--- src/rtl/core/mvf_pkg.sv ---
`timescale 1ns / 1ps

package mvf_pkg;

    localparam int CHANNELS_DEF = 16;
    localparam int MAX_LEVEL    = 255;
    localparam int VOL_W        = 8;
    localparam int SPAN_W       = 24;
    localparam int TIME_W       = 32;

    typedef enum logic [1:0] {
        OP_SET_NOW  = 2'd0,
        OP_SET_FADE = 2'd1,
        OP_TICK     = 2'd2,
        OP_READ     = 2'd3
    } t_opcode;

    localparam logic [1:0] ST_OK      = 2'd0;
    localparam logic [1:0] ST_BAD_SLOT = 2'd1;
    localparam logic [1:0] ST_BAD_VOL = 2'd2;

    // One stored fade; the span equals the fade length since it is below 2^24.
    typedef struct packed {
        logic [TIME_W-1:0] begin_ms;
        logic [SPAN_W-1:0] span;
        logic [VOL_W-1:0]  vol0;
        logic [VOL_W-1:0]  target;
    } t_fade_rec;

    typedef struct packed {
        logic              start;
        logic [VOL_W-1:0]  vol0;
        logic [VOL_W-1:0]  target;
        logic [SPAN_W-1:0] elapsed;
        logic [SPAN_W-1:0] span;
    } t_calc_req;

    typedef struct packed {
        logic             done;
        logic [VOL_W-1:0] volume;
    } t_calc_rsp;

endpackage

--- src/rtl/core/mvf_ram.sv ---
`timescale 1ns / 1ps

module mvf_ram #(
    parameter int WIDTH = 8,
    parameter int DEPTH = 16
) (
    input  logic                     i_clk,
    input  logic                     i_we,
    input  logic [$clog2(DEPTH)-1:0] i_waddr,
    input  logic [WIDTH-1:0]         i_wdata,
    input  logic [$clog2(DEPTH)-1:0] i_raddr,
    output logic [WIDTH-1:0]         o_rdata
);

    logic [WIDTH-1:0] r_mem [DEPTH];
    logic [WIDTH-1:0] r_rdata;

    always_ff @(posedge i_clk) begin
        if (i_we) begin
            r_mem[i_waddr] <= i_wdata;
        end
        r_rdata <= r_mem[i_raddr];
    end

    assign o_rdata = r_rdata;

endmodule

--- src/rtl/core/mvf_fade_calc.sv ---
`timescale 1ns / 1ps

module mvf_fade_calc (
    input  logic              i_clk,
    input  logic              i_rst_n,
    input  mvf_pkg::t_calc_req i_req,
    output mvf_pkg::t_calc_rsp o_rsp
);

    import mvf_pkg::*;

    typedef enum logic [1:0] {
        C_IDLE,
        C_MUL,
        C_DIV,
        C_FIN
    } t_cstate;

    localparam int PROD_W = VOL_W + SPAN_W;
    localparam int CNT_W  = $clog2(VOL_W);

    t_cstate            r_state;
    logic               r_neg;
    logic [VOL_W-1:0]   r_mag;
    logic [VOL_W-1:0]   r_v0;
    logic [SPAN_W-1:0]  r_e;
    logic [SPAN_W-1:0]  r_span;
    logic [SPAN_W-1:0]  r_rem;
    logic [VOL_W-1:0]   r_low;
    logic [CNT_W-1:0]   r_cnt;
    logic               r_done;
    logic [VOL_W-1:0]   r_res;

    logic [PROD_W-1:0]  w_prod;
    logic [SPAN_W:0]    w_trial;
    logic               w_fit;
    logic [SPAN_W:0]    w_diff;

    assign w_prod  = PROD_W'(r_mag) * PROD_W'(r_e);
    assign w_trial = {r_rem, r_low[VOL_W-1]};
    assign w_fit   = w_trial >= {1'b0, r_span};
    assign w_diff  = w_trial - {1'b0, r_span};

    always_ff @(posedge i_clk) begin
        if (!i_rst_n) begin
            r_state <= C_IDLE;
            r_done  <= 1'b0;
        end else begin
            r_done <= (r_state == C_FIN);
            case (r_state)
                C_IDLE: begin
                    if (i_req.start) begin
                        r_neg  <= i_req.target < i_req.vol0;
                        r_mag  <= (i_req.target < i_req.vol0) ? i_req.vol0 - i_req.target
                                                              : i_req.target - i_req.vol0;
                        r_v0   <= i_req.vol0;
                        r_e    <= i_req.elapsed;
                        r_span <= i_req.span;
                        r_state <= C_MUL;
                    end
                end
                C_MUL: begin
                    // product is below 256 * span, so its upper part is a valid remainder
                    r_rem   <= w_prod[PROD_W-1:VOL_W];
                    r_low   <= w_prod[VOL_W-1:0];
                    r_cnt   <= '0;
                    r_state <= C_DIV;
                end
                C_DIV: begin
                    // one restoring step per cycle; quotient bits shift into r_low
                    r_rem <= w_fit ? w_diff[SPAN_W-1:0] : w_trial[SPAN_W-1:0];
                    r_low <= {r_low[VOL_W-2:0], w_fit};
                    r_cnt <= r_cnt + CNT_W'(1);
                    if (r_cnt == CNT_W'(VOL_W - 1)) begin
                        r_state <= C_FIN;
                    end
                end
                C_FIN: begin
                    // falling fade rounds toward minus infinity
                    r_res   <= r_neg ? r_v0 - r_low - VOL_W'(r_rem != '0)
                                     : r_v0 + r_low;
                    r_state <= C_IDLE;
                end
                default: begin
                    r_state <= C_IDLE;
                end
            endcase
        end
    end

    assign o_rsp.done   = r_done;
    assign o_rsp.volume = r_res;

endmodule

--- src/rtl/core/multichannel_volume_fader_unit.sv ---
`timescale 1ns / 1ps

// Volume store with one linear fade per slot: slots 0..CHANNELS-1 are channels,
// slot CHANNELS is the music slot.
// Input channel s_axis: one command word per transfer; the opcode travels on
// tuser (set now, set with fade, tick, read), slot, level, fade length and the
// current millisecond count on tdata.
// Output channel m_axis: exactly one result word per command, volume and status.
// The unit takes one command at a time: s_axis_tready is high only while it
// is idle. Set, fade and read commands post their result from S_EXEC once the
// output register is free. A tick walks all CHANNELS+1 slots
// through one shared multiply and restoring divider: an idle slot is only
// checked, a fade that has ended is checked, read and set to its target, and a
// fade in progress is checked, read, multiplied once, divided in 8 steps,
// finished and written back. After the last slot the walk posts the reply.
// Reset: all volumes read 255 and no fade is running; fade parameters live in
// a small RAM and are only used for slots with a running fade.
// Stall: a finished result is held in the output register until taken; the
// next command can be accepted meanwhile, but its own result waits for the
// register to free up.
module multichannel_volume_fader_unit #(
    parameter int CHANNELS = mvf_pkg::CHANNELS_DEF
) (
    input  logic        i_clk,
    input  logic        i_rst_n,
    input  logic        s_axis_tvalid,
    output logic        s_axis_tready,
    input  logic [71:0] s_axis_tdata,   // slot[4:0], level[13:5], fade_duration[37:14],
                                        // time_now[69:38], zero pad
    input  logic [1:0]  s_axis_tuser,   // opcode[1:0]
    output logic        m_axis_tvalid,
    input  logic        m_axis_tready,
    output logic [15:0] m_axis_tdata    // volume[7:0], status[9:8], zero pad
);

    import mvf_pkg::*;

    localparam int NSLOTS = CHANNELS + 1;
    localparam int IW     = $clog2(NSLOTS);

    typedef enum logic [2:0] {
        S_IDLE,
        S_EXEC,
        S_TICK_CHK,
        S_TICK_RD,
        S_TICK_CALC,
        S_REPLY
    } t_state;

    t_state              r_state;
    t_opcode             r_op;
    logic [4:0]          r_slot;
    logic [8:0]          r_level;
    logic [SPAN_W-1:0]   r_dur;
    logic [TIME_W-1:0]   r_now;
    logic [IW-1:0]       r_idx;
    logic [VOL_W-1:0]    r_vol [NSLOTS];
    logic                r_act [NSLOTS];
    logic                r_out_valid;
    logic [VOL_W-1:0]    r_out_vol;
    logic [1:0]          r_out_status;

    logic                w_out_free;
    logic                w_post;
    logic [IW-1:0]       w_addr;
    logic                w_music;
    logic [1:0]          w_status;
    logic [VOL_W-1:0]    w_rd_vol;
    logic                w_vol_we;
    logic                w_fade_we;
    t_fade_rec           w_wrec;
    t_fade_rec           w_rrec;
    logic [TIME_W-1:0]   w_elapsed;
    logic                w_ended;
    logic                w_last;
    t_calc_req           w_req;
    t_calc_rsp           w_rsp;

    assign s_axis_tready = (r_state == S_IDLE);
    assign w_out_free    = !r_out_valid || m_axis_tready;
    assign w_post        = w_out_free && ((r_state == S_EXEC) || (r_state == S_REPLY));
    assign w_addr        = (r_state == S_EXEC) ? r_slot[IW-1:0] : r_idx;
    assign w_music       = (r_slot == 5'(CHANNELS));
    assign w_last        = (r_idx == IW'(NSLOTS - 1));

    // decode of the non-tick commands
    always_comb begin
        w_status  = ST_OK;
        w_rd_vol  = '0;
        w_vol_we  = 1'b0;
        w_fade_we = 1'b0;
        if (r_slot > 5'(CHANNELS)) begin
            w_status = ST_BAD_SLOT;
        end else begin
            case (r_op)
                OP_READ: begin
                    w_rd_vol = r_vol[w_addr];
                end
                OP_SET_NOW, OP_SET_FADE: begin
                    if (r_level > 9'(MAX_LEVEL)) begin
                        w_status = ST_BAD_VOL;
                    end else if (r_op == OP_SET_NOW) begin
                        w_vol_we = 1'b1;
                    end else if (w_music && r_dur == '0) begin
                        w_vol_we = 1'b1;
                    end else if (w_music || !r_act[w_addr]) begin
                        w_fade_we = 1'b1;
                    end
                end
                default: begin
                    w_status = ST_OK;
                end
            endcase
        end
    end

    assign w_wrec.begin_ms = r_now;
    assign w_wrec.span     = r_dur;
    assign w_wrec.vol0     = r_vol[w_addr];
    assign w_wrec.target   = r_level[VOL_W-1:0];

    mvf_ram #(
        .WIDTH($bits(t_fade_rec)),
        .DEPTH(NSLOTS)
    ) u_fade_ram (
        .i_clk   (i_clk),
        .i_we    (r_state == S_EXEC && w_out_free && w_fade_we),
        .i_waddr (r_slot[IW-1:0]),
        .i_wdata (w_wrec),
        .i_raddr (r_idx),
        .o_rdata (w_rrec)
    );

    assign w_elapsed = r_now - w_rrec.begin_ms;
    assign w_ended   = w_elapsed >= TIME_W'(w_rrec.span);

    assign w_req.start   = (r_state == S_TICK_RD) && !w_ended;
    assign w_req.vol0    = w_rrec.vol0;
    assign w_req.target  = w_rrec.target;
    assign w_req.elapsed = w_elapsed[SPAN_W-1:0];
    assign w_req.span    = w_rrec.span;

    mvf_fade_calc u_calc (
        .i_clk   (i_clk),
        .i_rst_n (i_rst_n),
        .i_req   (w_req),
        .o_rsp   (w_rsp)
    );

    always_ff @(posedge i_clk) begin
        if (!i_rst_n) begin
            r_state     <= S_IDLE;
            r_out_valid <= 1'b0;
            r_idx       <= '0;
            for (int i = 0; i < NSLOTS; i++) begin
                r_vol[i] <= VOL_W'(MAX_LEVEL);
                r_act[i] <= 1'b0;
            end
        end else begin
            if (w_post) begin
                r_out_valid <= 1'b1;
            end else if (m_axis_tready) begin
                r_out_valid <= 1'b0;
            end
            case (r_state)
                S_IDLE: begin
                    if (s_axis_tvalid) begin
                        r_op    <= t_opcode'(s_axis_tuser);
                        r_slot  <= s_axis_tdata[4:0];
                        r_level <= s_axis_tdata[13:5];
                        r_dur   <= s_axis_tdata[37:14];
                        r_now   <= s_axis_tdata[69:38];
                        r_idx   <= '0;
                        r_state <= (t_opcode'(s_axis_tuser) == OP_TICK) ? S_TICK_CHK : S_EXEC;
                    end
                end
                S_EXEC: begin
                    // hold until the output register can take the result
                    if (w_out_free) begin
                        if (w_vol_we) begin
                            r_vol[w_addr] <= r_level[VOL_W-1:0];
                        end
                        if (w_fade_we) begin
                            r_act[w_addr] <= 1'b1;
                        end
                        r_out_vol    <= w_rd_vol;
                        r_out_status <= w_status;
                        r_state      <= S_IDLE;
                    end
                end
                S_TICK_CHK: begin
                    if (r_act[w_addr]) begin
                        r_state <= S_TICK_RD;
                    end else if (w_last) begin
                        r_state <= S_REPLY;
                    end else begin
                        r_idx <= r_idx + IW'(1);
                    end
                end
                S_TICK_RD: begin
                    if (w_ended) begin
                        r_vol[w_addr] <= w_rrec.target;
                        r_act[w_addr] <= 1'b0;
                        r_idx         <= w_last ? r_idx : r_idx + IW'(1);
                        r_state       <= w_last ? S_REPLY : S_TICK_CHK;
                    end else begin
                        r_state <= S_TICK_CALC;
                    end
                end
                S_TICK_CALC: begin
                    if (w_rsp.done) begin
                        r_vol[w_addr] <= w_rsp.volume;
                        r_idx         <= w_last ? r_idx : r_idx + IW'(1);
                        r_state       <= w_last ? S_REPLY : S_TICK_CHK;
                    end
                end
                S_REPLY: begin
                    if (w_out_free) begin
                        r_out_vol    <= '0;
                        r_out_status <= ST_OK;
                        r_state      <= S_IDLE;
                    end
                end
                default: begin
                    r_state <= S_IDLE;
                end
            endcase
        end
    end

    assign m_axis_tvalid = r_out_valid;
    assign m_axis_tdata  = {6'd0, r_out_status, r_out_vol};

`ifndef SYNTHESIS
    a_done_in_calc: assert property (@(posedge i_clk) disable iff (!i_rst_n)
        w_rsp.done |-> r_state == S_TICK_CALC)
        else $error("divider finished outside of a tick walk");

    a_err_zero_vol: assert property (@(posedge i_clk) disable iff (!i_rst_n)
        (m_axis_tvalid && r_out_status != ST_OK) |-> r_out_vol == '0)
        else $error("error result carries a volume");

    a_idx_range: assert property (@(posedge i_clk) disable iff (!i_rst_n)
        (r_state == S_TICK_CHK) |-> r_idx <= IW'(NSLOTS - 1))
        else $error("tick walk beyond last slot");

    a_reply_once: assert property (@(posedge i_clk) disable iff (!i_rst_n)
        (r_state == S_REPLY && w_out_free) |=> (m_axis_tvalid && r_state == S_IDLE))
        else $error("tick result not posted");
`endif

endmodule

--- config.mk ---
export PLATFORM = sky130hd
export DESIGN_NAME = multichannel_volume_fader_unit
export DESIGN_NICKNAME = d
export VERILOG_FILES = /design/src/rtl/core/mvf_pkg.sv /design/src/rtl/core/mvf_ram.sv /design/src/rtl/core/mvf_fade_calc.sv /design/src/rtl/core/multichannel_volume_fader_unit.sv
export SDC_FILE = /design/constraint.sdc
export NUM_CORES = 2
export LEC_CHECK = 0
export ABC_AREA = 0
export BUFFER_PORTS_ARGS = -buffer_cell sky130_fd_sc_hd__buf_2
export CORE_UTILIZATION = 57
export DETAILED_ROUTE_END_ITERATION = 16
export HOLD_SLACK_MARGIN = 0.03
export PLACE_DENSITY = 0.76
export SLEW_MARGIN = 5
export SYNTH_ARGS = -nofsm -noshare
export SYNTH_HDL_FRONTEND = slang
export SYNTH_SLANG_ARGS = --single-unit
--- constraint.sdc ---
create_clock -name i_clk -period 10.84 [get_ports i_clk]
set_clock_uncertainty 0.2 [all_clocks]
set_input_delay 1.626 -clock i_clk [delete_from_list [all_inputs] [get_ports i_clk]]
set_output_delay 1.626 -clock i_clk [all_outputs]
set_load 0.05 [all_outputs]
-- After elaboration in Yosys (flattened, before gate mapping)
Memories as Yosys holds them, arrays and structs flattened. A register that Yosys moved wholly into a read port is not among the register bits.
Index checks and enable logic that the tools add are counted.
- input port bits: 78
- word-level logic and storage cells: 177
- output and inout bits: 18
- ROM bits: 0
- register bits after elaboration: 202
- latch bits: 0
- RAM bits: 1377
- memories: 3
- muxes and demuxes: 79
- bitwise operators: 3
- $lt $le $gt $ge: 5
- reductions and logical operators: 32
- shift-type cells: 0
- div/mod/pow operators: 0
- multiply operators: 1
- add/sub/neg operators: 9
- equal/unequal tests: 24
- memory list (name ; words ; width ; read ports ; clocked after Yosys merged registers in ; write ports ; RTL line ; RTL):
    u_fade_ram.r_mem ; 17 ; 72 ; 1 ; 1 ; 1 ; mvf_ram.sv:15 ; logic [WIDTH-1:0] r_mem [DEPTH];
    r_vol ; 17 ; 8 ; 1 ; 0 ; 17 ; multichannel_volume_fader_unit.sv:57 ; logic [VOL_W-1:0] r_vol [NSLOTS];
    r_act ; 17 ; 1 ; 1 ; 0 ; 17 ; multichannel_volume_fader_unit.sv:58 ; logic r_act [NSLOTS];
- operators with widths (kind ; number):
    $mux 8 ; 9
    $pmux 24 s2 ; 1
    $mux 5 ; 8
    $mux 1 ; 38
    $ge 32x24->1 ; 1
    $mul 8x24->32 ; 1
    $pmux 8 s2 ; 2
    $sub 32x32->32 ; 1
    $ge 25x24->1 ; 1
    $logic_not 24->1 ; 1
    $mux 24 ; 1
    $reduce_bool 24->1 ; 1
    $sub 24x24->24 ; 1
    $sub 8x8->8 ; 3
    $mux 3 ; 7
    $pmux 5 s4 ; 1
    $mux 2 ; 8
    $pmux 3 s5 ; 1
    $eq 5x5->1 const B ; 2
    $ne 2x2->1 const B ; 5
    $eq 3x3->1 const B ; 3
    $gt 9x8->1 const B ; 1
    $add 8x8->8 ; 1
    $eq 2x2->1 const B ; 4
    other kinds (28) ; 51

-- Depth between registers and ports, before layout
An unclocked memory read counts as a cell.
- word-level depth: 19
- depth in mapped cells: 27
- depth with buffers taken out: 25

-- Cells and area by module
From an unflattened synthesis, not the netlist that was laid out.
- cells, all modules: 4745
- area, all modules: 79645.1 µm²
- modules (own cells, without submodules) (module ; area each (µm²) ; times used ; seq. area each (µm²) ; cells an instance):
    mvf_ram ; 48248.8 ; 1 ; 38196.6 ; 2016
    multichannel_volume_fader_unit ; 18908.1 ; 1 ; 11120.7 ; 1478
    mvf_fade_calc ; 12488.2 ; 1 ; 3303.2 ; 1251

-- Worst setup path before layout
Ideal clock, no wire load.
- path type: reg2reg
- start point: reg r_state[2]
- end point: mem r_act[3]
- arrival time: 10.190 ns
- setup time: 0.100 ns
- path slack: 0.350 ns
- stages on the path, launching flop included: 14
- path buffers: 2
- required time: 10.540 ns
- clock period less this slack: 10.490 ns
- cells stage by stage: dfxtp_1 -> buf_2 -> nor3b_4 -> mux2_2 -> buf_2 -> mux2i_1 -> o22ai_1 -> a2111oi_0 -> o22ai_1 -> a21oi_2 -> nand3_1 -> nor4_1 -> o21ai_0 -> a31oi_1
- RTL lines (element ; RTL line ; RTL):
    from (decl) ; multichannel_volume_fader_unit.sv:50 ; t_state r_state;
    from (signal assigned) ; multichannel_volume_fader_unit.sv:174 ; r_state <= (t_opcode'(s_axis_tuser) == OP_TICK) ? S_TICK_CHK : S_EXEC;
    from (signal assigned) ; multichannel_volume_fader_unit.sv:205 ; r_state <= w_last ? S_REPLY : S_TICK_CHK;
    from (signal assigned) ; multichannel_volume_fader_unit.sv:214 ; r_state <= w_last ? S_REPLY : S_TICK_CHK;
    to (decl) ; multichannel_volume_fader_unit.sv:58 ;

==> reports/qor.yml <==
clock.fmax_mhz: 127
overflow: 0
tns_ps: 0
worstMarginPinSlew_ps: 1290
synth_xor_area_frac: 0.00948
vdd_ir_drop_max_mv: 0.165
first_global_vias: 43154
cp.required_ps: 11090
grt_pass1_wl_mm: 273
min_period_ps: 7850
io_buffer_count: 87
arrival_ps: 8100
grt_use_met2: 0.428
synth_edf_count: 1685
cts_max_level: 4
fin_util: 0.638
grt_max_degree: 138
status: "finished clean"
critPathCaptureType: "flip-flop"
clk_latency_ps: 840
hp-class: "reg -> reg"
io_pins: 96
dieWidth_um: 373
routed_wl_mm: 183
slew_viol_final: 0
fin_crit_sh: 0.724
cts.path.max_buffers: 3
drive_gt1_frac: 0.191
nets: 5160
dpl_cell_area_sq_um: 81000
hold_viol: 0
drtPass1Iterations: 7
path_class: "reg -> reg"
syn_area_per_cell_sq_um: 16.8
maxCapViolCount: 0
synth-seq-cells: 1786
synthMuxAreaShare: 0.130
rows: 135
die-area_sq_um: 139000
setup_viol_count_final: 0
gr-usage-met3: 0.0483
cts.hold.buffers_added: 0
drc_errors: 0
rsz0062_at_grt: "false"
critical_path.max_fanout: 27
cts_buffers: 173
initial_core_util: 0.577
track_usage: 0.265
max-slew-margin-rel: 0.131
busiest_layer: "met2"
via_per_inst: 6.42
ys_warn_count: 0
gp_congestion: 0.913
synthSimpleGateAreaFrac: 0.0611
place_ws_ps: 3110
syn-instance-count: 4661
path_clk_slew_ps: 60
ys_seq_area_frac: 0.670
cts.repair.resized: 0
ant_nets: 0
cp-start-kind: "flip-flop"
final_cell_area_sq_um: 86900
dp_hpwl_mm: 104
synthArstFlopShare: 0
cts_tree: "built"
yosys_most_used_dff: "edfxtp_1"
post_drt_wl_per_cell_um: 27.3
cts.sinks: 1786
synth_top_family_by_area: "multiplexers"
power_density_nw_per_um2: 169
met1_usage: 0.362
p_leak_nw: 28.8
cts_setup_buffers: 0
drtIter0Drc: 5151
setup_ws_ps: 2990
synthesis.area_sq_um: 78500
ys_types: 94
num_vias: 43011
core_area_sq_um: 136000
cts_root_buf: "clkbuf_16"
die_y_um: 373
syn_to_final_growth_pct: 10.7
synth-compound-area-share: 0.0395
antenna_found_initial: 1
synth-adder-area-share: 0.0628
layout make-up:
type,instances,area [sq um]
Multi-Input combinational cell,2360,24000
Tap cell,1781,2230
Antenna cell,1,2.50
Clock inverter,104,1280
Fill cell,9087,49200
Sequential cell,1786,52600
Timing Repair Buffer,159,1040
Clock buffer,222,4640
Inverter,291,1090
critical path, stage by stage (launching register included):
cell	delay, ps
edfxtp_1	630
ha_1	450
a21o_1	180
or3_1	370
o211a_1	260
o311a_1	340
nor2b_1	280
o21ai_0	210
a21oi_1	230
xnor2_1	180
ha_1	290
a21o_1	160
a21oi_1	180
nand3b_1	110
o311a_1	410
nor4_1	300
o2111ai_1	330
o41ai_4	380
buf_4	430
mux2_2	420
mux2i_4	610
inv_1	490
metrics by stage:
step                      hold WS (ps)  power [mW]  instances
final                              228        14.7       6704
after global routing               245        15.1       6703
after CTS                          229        14.8       6703
after detailed placement           218        8.66       6377
after global placement             215        8.64       6377
after floorplan                    208        8.40       4666
report_power, final:
group	switching (mW)	leakage (nW)	total [mW]	internal [mW]
logic	0.491	10.2	0.801	0.310
clock network	2.67	2.87	6.19	3.53
registers	0.104	15.7	7.73	7.62
cell usage after synthesis, drive strengths merged (19+ instances only):
| library cell | count | share of area |
|---|---|---|
| nand4 | 66 | 0.0053 |
| mux2i | 39 | 0.0061 |
| xor2 | 25 | 0.0028 |
| nand2b | 28 | 0.0024 |
| ha | 172 | 0.027 |
| fa | 139 | 0.035 |
| nor4 | 19 | 0.0017 |
| edfxtp | 1685 | 0.64 |
| and2 | 127 | 0.010 |
| nand2 | 491 | 0.024 |
| a21oi | 130 | 0.0087 |
| nor3 | 20 | 0.0013 |
| clkbuf | 155 | 0.0074 |
| inv | 291 | 0.014 |
| dfxtp | 101 | 0.026 |
| a21o | 40 | 0.0038 |
| nor2 | 119 | 0.0057 |
| o21ai | 100 | 0.0064 |
| nand3 | 63 | 0.0043 |
| a22oi | 34 | 0.0033 |
| a31oi | 30 | 0.0025 |
| mux4 | 424 | 0.12 |
| xnor2 | 60 | 0.0067 |
| buf | 74 | 0.0053 |
| nor2b | 26 | 0.0021 |
state kept, by name (all words and copies together), names as in the netlist, 3 cells and up:
name	flops
u_calc.r_mag	8
u_calc.r_res	8
u_calc.r_cnt	3
u_calc.r_span	24
r_dur	24
r_out_vol	8
u_calc.r_rem	24
r_idx	5
r_level	9
r_act	32
u_calc.r_low	8
u_calc.r_v0	8
u_fade_ram.o_rdata	72
u_calc.r_e	24
r_state	3
r_now	32
u_fade_ram.r_mem	1224
r_vol	256
r_slot	5
logic make-up (layout without fill, tap and decap cells):
logic type | count (synthesis) | in the layout
muxes | 479 | 479
and+or+nand+nor | 1007 | 1007
xor gates and xnor gates | 85 | 85
AOI/OAI and AO/OA | 472 | 472
other | 1 | 7
DFF | 1786 | 1786
adders and majority gates | 311 | 311
buffers and inverters | 520 | 776
path summary, 6_finish.rpt:
path                                                from                     end  slack (ps)  cells past startpoint
worst max-delay path                            r_now[4]            r_vol[22][1]        2990                     21
worst min-delay path            u_fade_ram.r_mem[16][65]  u_fade_ram.o_rdata[65]         230                      2
worst max register to register                  r_now[4]            r_vol[22][1]        2990                     21
worst min register to register  u_fade_ram.r_mem[16][65]  u_fade_ram.o_rdata[65]         230                      2
placed cells by master, fill, tap and decap left out, types with 65 or more instances in the layout:
cell       synthesis  routed
inv_1            291     290
ha_1             172     171
nor2_1           118     105
a21oi_1          125     125
clkbuf_16          0     174
mux4_2           424     424
fa_1             139     139
dfxtp_1          101      96
nand2_1          489     489
edfxtp_1        1685    1685
nand4_1           65      65
buf_2             22      87
and2_1           127     125
o21ai_0           96      94
buf_4              6      67
metal layers:
layer / wire length [um] / up-vias
met3: 16800 / 408
met5: 0 / -
met2: 89200 / 2373
met1: 70300 / 22097
met4: 6890 / 0
li1: - / 18133
Note: power is estimated with default switching activity, not from simulation.
